--- src/rtl/rfp_pkg.sv ---
// Package for the response frame parser: field widths, status and kind codes,
// register indexes and frame constants. No dependencies.
package rfp_pkg;

   localparam int BYTE_W   = 8;
   localparam int STATUS_W = 2;
   localparam int ADDR_W   = 3;
   localparam int DATA_W   = 32;

   typedef logic [BYTE_W-1:0]   byte_type;
   typedef logic [STATUS_W-1:0] status_type;

   // result kinds
   localparam logic KIND_PAYLOAD = 1'b0;
   localparam logic KIND_END     = 1'b1;

   // end-of-frame status codes
   localparam status_type STAT_OK      = 2'd0;
   localparam status_type STAT_INVALID = 2'd1;
   localparam status_type STAT_NOSPACE = 2'd2;

   // register indexes (paddr[2])
   localparam logic REG_EXP_CMD  = 1'b0;
   localparam logic REG_CAPACITY = 1'b1;

   // frame constants
   localparam byte_type PREAMBLE    = 8'h00;
   localparam byte_type START_CODE1 = 8'h00;
   localparam byte_type START_CODE2 = 8'hFF;
   localparam byte_type DIR_TO_HOST = 8'hD5;

   localparam byte_type CMD_RESET_VAL = 8'd0;
   localparam byte_type CAP_RESET_VAL = 8'd255;

endpackage

--- src/rtl/rfp_req_if.sv ---
// Input channel of the response frame parser: one received byte per transfer.
// Depends on rfp_pkg.
interface rfp_req_if;
   import rfp_pkg::*;

   logic     valid;
   logic     ready;
   byte_type rx_byte;
   logic     frame_start;

   modport source (output valid, output rx_byte, output frame_start, input ready);
   modport sink   (input valid, input rx_byte, input frame_start, output ready);
endinterface

--- src/rtl/rfp_rsp_if.sv ---
// Result channel of the response frame parser: payload bytes and end status.
// Depends on rfp_pkg.
interface rfp_rsp_if;
   import rfp_pkg::*;

   logic       valid;
   logic       ready;
   logic       result_kind;
   byte_type   payload_byte;
   status_type frame_status;
   byte_type   payload_length;
   logic       is_last;

   modport source (output valid, output result_kind, output payload_byte,
                   output frame_status, output payload_length, output is_last,
                   input ready);
   modport sink   (input valid, input result_kind, input payload_byte,
                   input frame_status, input payload_length, input is_last,
                   output ready);
endinterface

--- src/rtl/response_frame_parser.sv ---
// Response frame parser top level: input register, per-byte frame checker and
// result register. Depends on rfp_pkg, rfp_req_if and rfp_rsp_if.
//
// Takes one received byte per transfer (frame_start marks the preamble) and
// checks preamble, start codes, length checksum, direction byte D5, command
// (expected_command + 1) and data checksum, passing payload bytes out one per
// result and closing each frame with one end result (ok, invalid or no space).
// A byte is taken into an input register and checked from there; its result
// (if any) is then held in the result register. Sustained rate is one byte per
// clock; the only thing that slows it is the result register waiting on rsp
// ready. Registers: expected_command at address 0, payload_capacity at address
// 4, written by the user only while idle; the block does not enforce this.
module response_frame_parser (
   input  logic                        clock,
   input  logic                        reset,
   rfp_req_if.sink                     req_ch,
   rfp_rsp_if.source                   rsp_ch,
   input  logic                        psel,
   input  logic                        penable,
   input  logic                        pwrite,
   input  logic [rfp_pkg::ADDR_W-1:0]  paddr,
   input  logic [rfp_pkg::DATA_W-1:0]  pwdata,
   output logic [rfp_pkg::DATA_W-1:0]  prdata,
   output logic                        pready
);
   import rfp_pkg::*;

   // parse phases
   localparam logic [3:0] PH_PRE  = 4'd0;
   localparam logic [3:0] PH_SC1  = 4'd1;
   localparam logic [3:0] PH_SC2  = 4'd2;
   localparam logic [3:0] PH_LEN  = 4'd3;
   localparam logic [3:0] PH_LCS  = 4'd4;
   localparam logic [3:0] PH_TFI  = 4'd5;
   localparam logic [3:0] PH_CMD  = 4'd6;
   localparam logic [3:0] PH_DATA = 4'd7;
   localparam logic [3:0] PH_DCS  = 4'd8;
   localparam logic [3:0] PH_POST = 4'd9;
   localparam logic [3:0] PH_DONE = 4'd10;

   // configuration registers
   byte_type   exp_cmd_ff, exp_cmd_in;
   byte_type   cap_ff, cap_in;

   // input register
   logic       in_vld_ff, in_vld_in;
   byte_type   in_byte_ff, in_byte_in;
   logic       in_start_ff, in_start_in;

   // parser state
   logic [3:0] phase_ff, phase_in;
   byte_type   len_ff, len_in;
   byte_type   rem_ff, rem_in;
   byte_type   sum_ff, sum_in;
   logic       ovf_ff, ovf_in;

   // result register
   logic       out_vld_ff, out_vld_in;
   logic       out_kind_ff, out_kind_in;
   byte_type   out_byte_ff, out_byte_in;
   status_type out_stat_ff, out_stat_in;
   byte_type   out_len_ff, out_len_in;
   logic       out_last_ff, out_last_in;

   logic       advance;
   logic       cfg_wr;
   logic [3:0] ph_cur;
   byte_type   len_cur, rem_cur, sum_cur, cmd, count, rem_dec;
   logic       ovf_cur;
   logic       res_vld;

   // input register frees when its byte moves on
   assign advance      = in_vld_ff && (!out_vld_ff || rsp_ch.ready);
   assign req_ch.ready = !in_vld_ff || advance;

   always_comb begin
      in_vld_in   = in_vld_ff;
      in_byte_in  = in_byte_ff;
      in_start_in = in_start_ff;
      if (req_ch.ready) begin
         in_vld_in   = req_ch.valid;
         in_byte_in  = req_ch.rx_byte;
         in_start_in = req_ch.frame_start;
      end
   end

   // configuration port
   assign pready = 1'b1;
   assign cfg_wr = psel && penable && pwrite;
   assign prdata = (paddr[2] == REG_CAPACITY) ? {{(DATA_W-BYTE_W){1'b0}}, cap_ff}
                                              : {{(DATA_W-BYTE_W){1'b0}}, exp_cmd_ff};

   always_comb begin
      exp_cmd_in = exp_cmd_ff;
      cap_in     = cap_ff;
      if (cfg_wr) begin
         case (paddr[2])
            REG_EXP_CMD:  exp_cmd_in = pwdata[BYTE_W-1:0];
            REG_CAPACITY: cap_in     = pwdata[BYTE_W-1:0];
            default: ;
         endcase
      end
   end

   // frame start restarts the parser whatever its phase
   assign ph_cur  = in_start_ff ? PH_PRE : phase_ff;
   assign len_cur = in_start_ff ? '0 : len_ff;
   assign rem_cur = in_start_ff ? '0 : rem_ff;
   assign sum_cur = in_start_ff ? '0 : sum_ff;
   assign ovf_cur = in_start_ff ? 1'b0 : ovf_ff;
   assign cmd     = exp_cmd_ff + 8'd1;
   assign count   = len_cur - 8'd2;
   assign rem_dec = rem_cur - 8'd1;

   // per-byte check and state update
   always_comb begin
      phase_in    = ph_cur;
      len_in      = len_cur;
      rem_in      = rem_cur;
      sum_in      = sum_cur;
      ovf_in      = ovf_cur;
      res_vld     = 1'b0;
      out_kind_in = KIND_END;
      out_byte_in = '0;
      out_stat_in = STAT_INVALID;
      out_len_in  = '0;
      out_last_in = 1'b1;
      case (ph_cur)
         PH_PRE: begin
            if (in_byte_ff != PREAMBLE) res_vld = 1'b1;
            else phase_in = PH_SC1;
         end
         PH_SC1: begin
            if (in_byte_ff != START_CODE1) res_vld = 1'b1;
            else phase_in = PH_SC2;
         end
         PH_SC2: begin
            if (in_byte_ff != START_CODE2) res_vld = 1'b1;
            else phase_in = PH_LEN;
         end
         PH_LEN: begin
            len_in   = in_byte_ff;
            phase_in = PH_LCS;
         end
         PH_LCS: begin
            if (byte_type'(len_cur + in_byte_ff) != 8'd0) res_vld = 1'b1;
            else phase_in = PH_TFI;
         end
         PH_TFI: begin
            if (in_byte_ff != DIR_TO_HOST) res_vld = 1'b1;
            else phase_in = PH_CMD;
         end
         PH_CMD: begin
            if (in_byte_ff != cmd) begin
               res_vld = 1'b1;
            end else begin
               ovf_in   = (count > cap_ff);
               rem_in   = count;
               sum_in   = DIR_TO_HOST + cmd;
               phase_in = (count == 8'd0) ? PH_DCS : PH_DATA;
            end
         end
         PH_DATA: begin
            rem_in = rem_dec;
            if (rem_dec == 8'd0) phase_in = PH_DCS;
            if (!ovf_cur) begin
               sum_in      = sum_cur + in_byte_ff;
               res_vld     = 1'b1;
               out_kind_in = KIND_PAYLOAD;
               out_byte_in = in_byte_ff;
               out_stat_in = STAT_OK;
               out_last_in = 1'b0;
            end
         end
         PH_DCS: begin
            if (!ovf_cur && byte_type'(sum_cur + in_byte_ff) != 8'd0) res_vld = 1'b1;
            else phase_in = PH_POST;
         end
         PH_POST: begin
            res_vld = 1'b1;
            if (ovf_cur) begin
               out_stat_in = STAT_NOSPACE;
            end else begin
               out_stat_in = STAT_OK;
               out_len_in  = count;
            end
         end
         default: phase_in = PH_DONE;
      endcase
      // every end result leaves the parser idle
      if (res_vld && out_last_in) phase_in = PH_DONE;
   end

   assign out_vld_in = advance ? res_vld : (out_vld_ff && !rsp_ch.ready);

   // control registers
   always_ff @(posedge clock) begin
      if (reset) begin
         exp_cmd_ff <= CMD_RESET_VAL;
         cap_ff     <= CAP_RESET_VAL;
         in_vld_ff  <= 1'b0;
         out_vld_ff <= 1'b0;
         phase_ff   <= PH_DONE;
         len_ff     <= '0;
         rem_ff     <= '0;
         sum_ff     <= '0;
         ovf_ff     <= 1'b0;
      end else begin
         exp_cmd_ff <= exp_cmd_in;
         cap_ff     <= cap_in;
         in_vld_ff  <= in_vld_in;
         out_vld_ff <= out_vld_in;
         if (advance) begin
            phase_ff <= phase_in;
            len_ff   <= len_in;
            rem_ff   <= rem_in;
            sum_ff   <= sum_in;
            ovf_ff   <= ovf_in;
         end
      end
   end

   // payload registers
   always_ff @(posedge clock) begin
      in_byte_ff  <= in_byte_in;
      in_start_ff <= in_start_in;
      if (advance) begin
         out_kind_ff <= out_kind_in;
         out_byte_ff <= out_byte_in;
         out_stat_ff <= out_stat_in;
         out_len_ff  <= out_len_in;
         out_last_ff <= out_last_in;
      end
   end

   assign rsp_ch.valid          = out_vld_ff;
   assign rsp_ch.result_kind    = out_kind_ff;
   assign rsp_ch.payload_byte   = out_byte_ff;
   assign rsp_ch.frame_status   = out_stat_ff;
   assign rsp_ch.payload_length = out_len_ff;
   assign rsp_ch.is_last        = out_last_ff;

   // payload results carry the ok status and never close a frame
   a_payload_clean: assert property (@(posedge clock) disable iff (reset)
      rsp_ch.valid && rsp_ch.result_kind == KIND_PAYLOAD
         |-> rsp_ch.frame_status == STAT_OK && !rsp_ch.is_last)
      else $error("payload result with end fields set");

   // the data phase always has bytes left to take
   a_data_count: assert property (@(posedge clock) disable iff (reset)
      phase_ff == PH_DATA |-> rem_ff != 8'd0)
      else $error("data phase with zero bytes remaining");

   // an ok end reports the LEN byte minus two as length and leaves the parser idle
   a_ok_length: assert property (@(posedge clock) disable iff (reset)
      rsp_ch.valid && rsp_ch.is_last && rsp_ch.frame_status == STAT_OK
         |-> rsp_ch.payload_length == byte_type'(len_ff - 8'd2) && phase_ff == PH_DONE)
      else $error("ok end length does not match frame length");

endmodule

--- src/flat_wrapper.sv ---
// flat-port wrapper written by rule: the top's interface ports become plain ports
module response_frame_parser_flat import rfp_pkg::*;
  (clock, reset, psel, penable, pwrite, paddr, pwdata, prdata, pready, req_ch_valid, req_ch_rx_byte, req_ch_frame_start, req_ch_ready, rsp_ch_valid, rsp_ch_result_kind, rsp_ch_payload_byte, rsp_ch_frame_status, rsp_ch_payload_length, rsp_ch_is_last, rsp_ch_ready);
  rfp_req_if req_ch_i ();
  rfp_rsp_if rsp_ch_i ();
  input  logic clock;
  input  logic reset;
  input  logic psel;
  input  logic penable;
  input  logic pwrite;
  input  logic [rfp_pkg::ADDR_W-1:0] paddr;
  input  logic [rfp_pkg::DATA_W-1:0] pwdata;
  output logic [rfp_pkg::DATA_W-1:0] prdata;
  output logic pready;
  input wire logic [$bits(req_ch_i.valid)-1:0] req_ch_valid;
  input wire logic [$bits(req_ch_i.rx_byte)-1:0] req_ch_rx_byte;
  input wire logic [$bits(req_ch_i.frame_start)-1:0] req_ch_frame_start;
  output wire logic [$bits(req_ch_i.ready)-1:0] req_ch_ready;
  output wire logic [$bits(rsp_ch_i.valid)-1:0] rsp_ch_valid;
  output wire logic [$bits(rsp_ch_i.result_kind)-1:0] rsp_ch_result_kind;
  output wire logic [$bits(rsp_ch_i.payload_byte)-1:0] rsp_ch_payload_byte;
  output wire logic [$bits(rsp_ch_i.frame_status)-1:0] rsp_ch_frame_status;
  output wire logic [$bits(rsp_ch_i.payload_length)-1:0] rsp_ch_payload_length;
  output wire logic [$bits(rsp_ch_i.is_last)-1:0] rsp_ch_is_last;
  input wire logic [$bits(rsp_ch_i.ready)-1:0] rsp_ch_ready;
  assign req_ch_i.valid = req_ch_valid;
  assign req_ch_i.rx_byte = req_ch_rx_byte;
  assign req_ch_i.frame_start = req_ch_frame_start;
  assign req_ch_ready = req_ch_i.ready;
  assign rsp_ch_valid = rsp_ch_i.valid;
  assign rsp_ch_result_kind = rsp_ch_i.result_kind;
  assign rsp_ch_payload_byte = rsp_ch_i.payload_byte;
  assign rsp_ch_frame_status = rsp_ch_i.frame_status;
  assign rsp_ch_payload_length = rsp_ch_i.payload_length;
  assign rsp_ch_is_last = rsp_ch_i.is_last;
  assign rsp_ch_i.ready = rsp_ch_ready;
  response_frame_parser u_core (.clock(clock), .reset(reset), .req_ch(req_ch_i), .rsp_ch(rsp_ch_i), .psel(psel), .penable(penable), .pwrite(pwrite), .paddr(paddr), .pwdata(pwdata), .prdata(prdata), .pready(pready));
endmodule
--- config.mk ---
export PLATFORM = sky130hd
export DESIGN_NAME = response_frame_parser_flat
export DESIGN_NICKNAME = d
export VERILOG_FILES = /design/src/rtl/rfp_pkg.sv /design/src/rtl/rfp_req_if.sv /design/src/rtl/rfp_rsp_if.sv /design/src/rtl/response_frame_parser.sv /design/src/flat_wrapper.sv
export SDC_FILE = /design/constraint.sdc
export NUM_CORES = 1
export LEC_CHECK = 0
export BUFFER_PORTS_ARGS = -buffer_cell sky130_fd_sc_hd__clkbuf_2
export CORE_ASPECT_RATIO = 0.9
export CORE_MARGIN = 2
export CORE_UTILIZATION = 30
export CTS_CLUSTER_SIZE = 30
export DETAILED_ROUTE_END_ITERATION = 8
export PLACE_DENSITY = 0.53
export SYNTH_ARGS = -nofsm -noshare
export SYNTH_HDL_FRONTEND = slang
export SYNTH_SLANG_ARGS = --single-unit
--- constraint.sdc ---
create_clock -name clock -period 4.3 [get_ports clock]
set_input_delay 0.43 -clock clock [delete_from_list [all_inputs] [get_ports clock]]
set_output_delay 0.43 -clock clock [all_outputs]
set_load 0.01 [all_outputs]
==> impl_metrics.toml <==
[status]
status = "complete, no violations"

[drt]
first_iter_violations = 385
firstDrtPassIters = 5
via_count = 5223
routedWlPerCell_microns = 16.4
drt-met1-wl_microns = 8470
drc = 0
wl_met2_microns = 7010
highest_layer = "met4"
wirelength_microns = 16500
final_antenna_net_count = 0
wl_met3_microns = 871
viasPerCell = 5.19

[timing]
rsz0062_at_grt = "no"
fin_crit_sh = 0.792
slew_violations = 0
slew_headroom = 0.170
setup_violations = 0
setup_ws_ns = 0.892
fin_crit_ns = 3.41
hold_viol = 0
max_freq_ghz = 0.293
worst-slew-pin-transition_ns = 1.23
finClkSkew_ns = 0.00677
finalSetupTns_ns = 0

[setup_path]
critPathCapture = "u_core.phase_ff[2]"
cpMaxStageDelayCell = "edfxtp_1"
cp_top_family = "compound AO/OA/AOI/OAI gates"
r2r_slack_ns = 0.89
cp-end-kind = "flop"
reg2reg_depth = 12
crit_chain = "buf_4, inv_2, nand2_1, ha_1, and3b_1, o22ai_1, a21oi_1, a31oi_1, nor4b_2, a211oi_1, a21o_1, a32o_1"
start_kind = "flop"
worstPathMaxFanout = 26
r2r-end = "u_core.phase_ff[2]"
crit_type = "flop to flop"
required_ns = 4.54
path_buf_inv = 2
cpPeakStageDelay_ns = 0.63
cp_num_cells = 12
cp-startpoint = "u_core.in_start_ff"
rr_startpoint = "u_core.in_start_ff"
cp_data_arrival_time_ns = 3.64

[clocking]
cts_sinks = 75
clk_pin_slew_ns = 0.06
h-tree-depth = 3
root_buffer = "clkbuf_16"
cts_resized = 0
cts_made_buffers = 9
max-clock-path-buffers = 2
ctsHoldBuffers = 0
clkLatencyLatePin_ns = 0.35
cts_setup_buffers = 0
tritoncts = "built"

[power]
swShare = 0.259
switching_power_mw = 0.449
seqPwrFrac = 0.450
powerDensity_mw_per_mm2 = 267
leakage_nw = 2.59
pwr-share-clk = 0.443
peakVddDrop_mv = 0.189
p_int_mw = 1.28
combPwrFrac = 0.108

[global_route]
grt_max_degree = 49
antenna_found_initial = 0
grt.total_usage = 0.163
grt_pass1_wl_microns = 26000
grt_pass1_vias = 4664
grt-ovfl-total = 0

[final_layout]
area_growth_pct = 10.0
drive_gt1_frac = 0.148
nets = 821
diodes = 0
final_common_cell = "nor2_1"
fillCellCount = 2081
layout_common_cells = "nor2_1 (88), nand2_1 (71), clkbuf_2 (54), dfxtp_1 (47), a21oi_1 (39)"
seq_area_sq_mm = 0.00178
multi_input_area_sq_mm = 0.00359

[logic_synthesis]
synth_cell_type_count = 86
avgSynthCellArea_sq_um = 8.07
yosys.area.top_type = "dfxtp_1"
ys_seq_elements = 75
post-synth-top-area-fraction = 0.160
ys_warn_count = 0
ys_seq_area_frac = 0.303
ys.flop_type = "dfxtp_1"
syn_area_sq_mm = 0.00588
async_flop_share = 0
syn_inst = 729
synth.top_cells.by_area = "dfxtp_1 (16%), edfxtp_1 (14%), nor2_1 (5.6%)"
synth_edf_count = 28

[floorplan]
io_pins = 106
initial_utilization = 0.306
core-area_sq_mm = 0.0192
dieHeight_microns = 137
rows = 48
die_w_microns = 152
die-area_sq_mm = 0.0207

[placement]
port_buffers = 54
dp_hpwl_microns = 11800
dp_slack_ns = 0.956
gp_congestion = 0.843

[flow_run]
drv_cap = 0

[min_path]
holdCritPathClass = "input pin to flop"
hold_depth = 1
==> cell type report <==
| type | count | share of cell area |
|---|---|---|
| multi-input cells | 570 | 0.555 |
| repair buffers | 69 | 0.0592 |
| flip-flops and latches | 75 | 0.275 |
| well taps | 250 | 0.0484 |
| clock buffers | 14 | 0.0441 |
| clock inverters | 2 | 0.00232 |
| inverters | 26 | 0.0151 |
==> per-layer routing <==
| metal | global-route usage | up-vias |
|---|---|---|
| li1 | - | 2619 |
| met5 | 0 | - |
| met4 | 0.0365 | 0 |
| met1 | 0.247 | 2446 |
| met3 | 0.0307 | 11 |
| met2 | 0.240 | 147 |
==> worst min path at each step <==
stage / startpoint / end / slack [ns]
6_report: req_ch_rx_byte[1] / u_core.in_byte_ff[1] / 0.25
5_1_grt: req_ch_rx_byte[1] / u_core.in_byte_ff[1] / 0.24
4_1_cts: req_ch_rx_byte[1] / u_core.in_byte_ff[1] / 0.24
3_5_place_dp: u_core.sum_ff[6] / u_core.sum_ff[6] / 0.45
3_3_place_gp: u_core.sum_ff[6] / u_core.sum_ff[6] / 0.44
2_1_floorplan: u_core.sum_ff[6] / u_core.sum_ff[6] / 0.43
==> cell usage after synthesis (all sizes together), types with 5 or more instances <==
| cell | instances |
|---|---|
| o211ai | 5 |
| o21ai | 36 |
| a31oi | 8 |
| nand2 | 71 |
| clkbuf | 27 |
| inv | 26 |
| dfxtp | 47 |
| nand2b | 9 |
| xnor2 | 20 |
| nor2 | 88 |
| a22oi | 21 |
| nand3b | 5 |
| o22ai | 15 |
| and3 | 17 |
| mux2 | 8 |
| nor3 | 18 |
| nor2b | 17 |
| a21o | 8 |
| edfxtp | 28 |
| nor4 | 6 |
| nand4 | 7 |
| ha | 19 |
| o21a | 6 |
| a211o | 9 |
| buf | 54 |
| a21oi | 40 |
| a211oi | 9 |
| xor2 | 21 |
| nand3 | 18 |
==> cells by family (layout without fill, tap and decap cells) <==
kind of cell,count (synthesis),count (layout),synth area share
compound gates,191,191,0.223
other cells,2,25,0.00128
flops,75,75,0.303
xor+xnor,43,43,0.0700
buf+inv,107,111,0.101
simple gates,281,281,0.241
fa+ha+maj,19,19,0.0404
mux,11,11,0.0211
==> flip-flops by register name, indices dropped and copies added (netlist names) <==
name,flops
u_core.sum_ff,8
u_core.in_start_ff,1
u_core.rsp_ch.result_kind,1
u_core.rsp_ch.payload_byte,8
u_core.rsp_ch.payload_length,8
u_core.len_ff,8
u_core.ovf_ff,1
u_core.phase_ff,4
u_core.in_vld_ff,1
u_core.rem_ff,8
u_core.cap_ff,8
u_core.rsp_ch.valid,1
u_core.in_byte_ff,8
u_core.rsp_ch.frame_status,2
u_core.exp_cmd_ff,8
==> metrics by stage <==
stage	instance area (sq um)	hold WS [ns]	total power, mW	cells	util
6_report	6470	0.252	1.73	1006	0.337
5_1_grt	6470	0.240	1.80	1006	0.337
4_1_cts	6470	0.239	1.75	1006	0.337
3_5_place_dp	6170	0.450	0.979	990	0.321
3_3_place_gp	6170	0.439	0.979	990	0.321
2_1_floorplan	5970	0.432	0.935	752	-
==> power by group through the flow <==
| stage | Combinational (mW) | Clock, mW | Sequential [mW] |
|---|---|---|---|
| final | 0.186 | 0.765 | 0.778 |
| after global routing | 0.207 | 0.816 | 0.780 |
| after CTS | 0.186 | 0.786 | 0.778 |
| after detailed placement | 0.186 | 0 | 0.793 |
| after global placement | 0.186 | 0 | 0.793 |
| after floorplan | 0.156 | 0 | 0.779 |
Power figures use the tool's default switching activity.
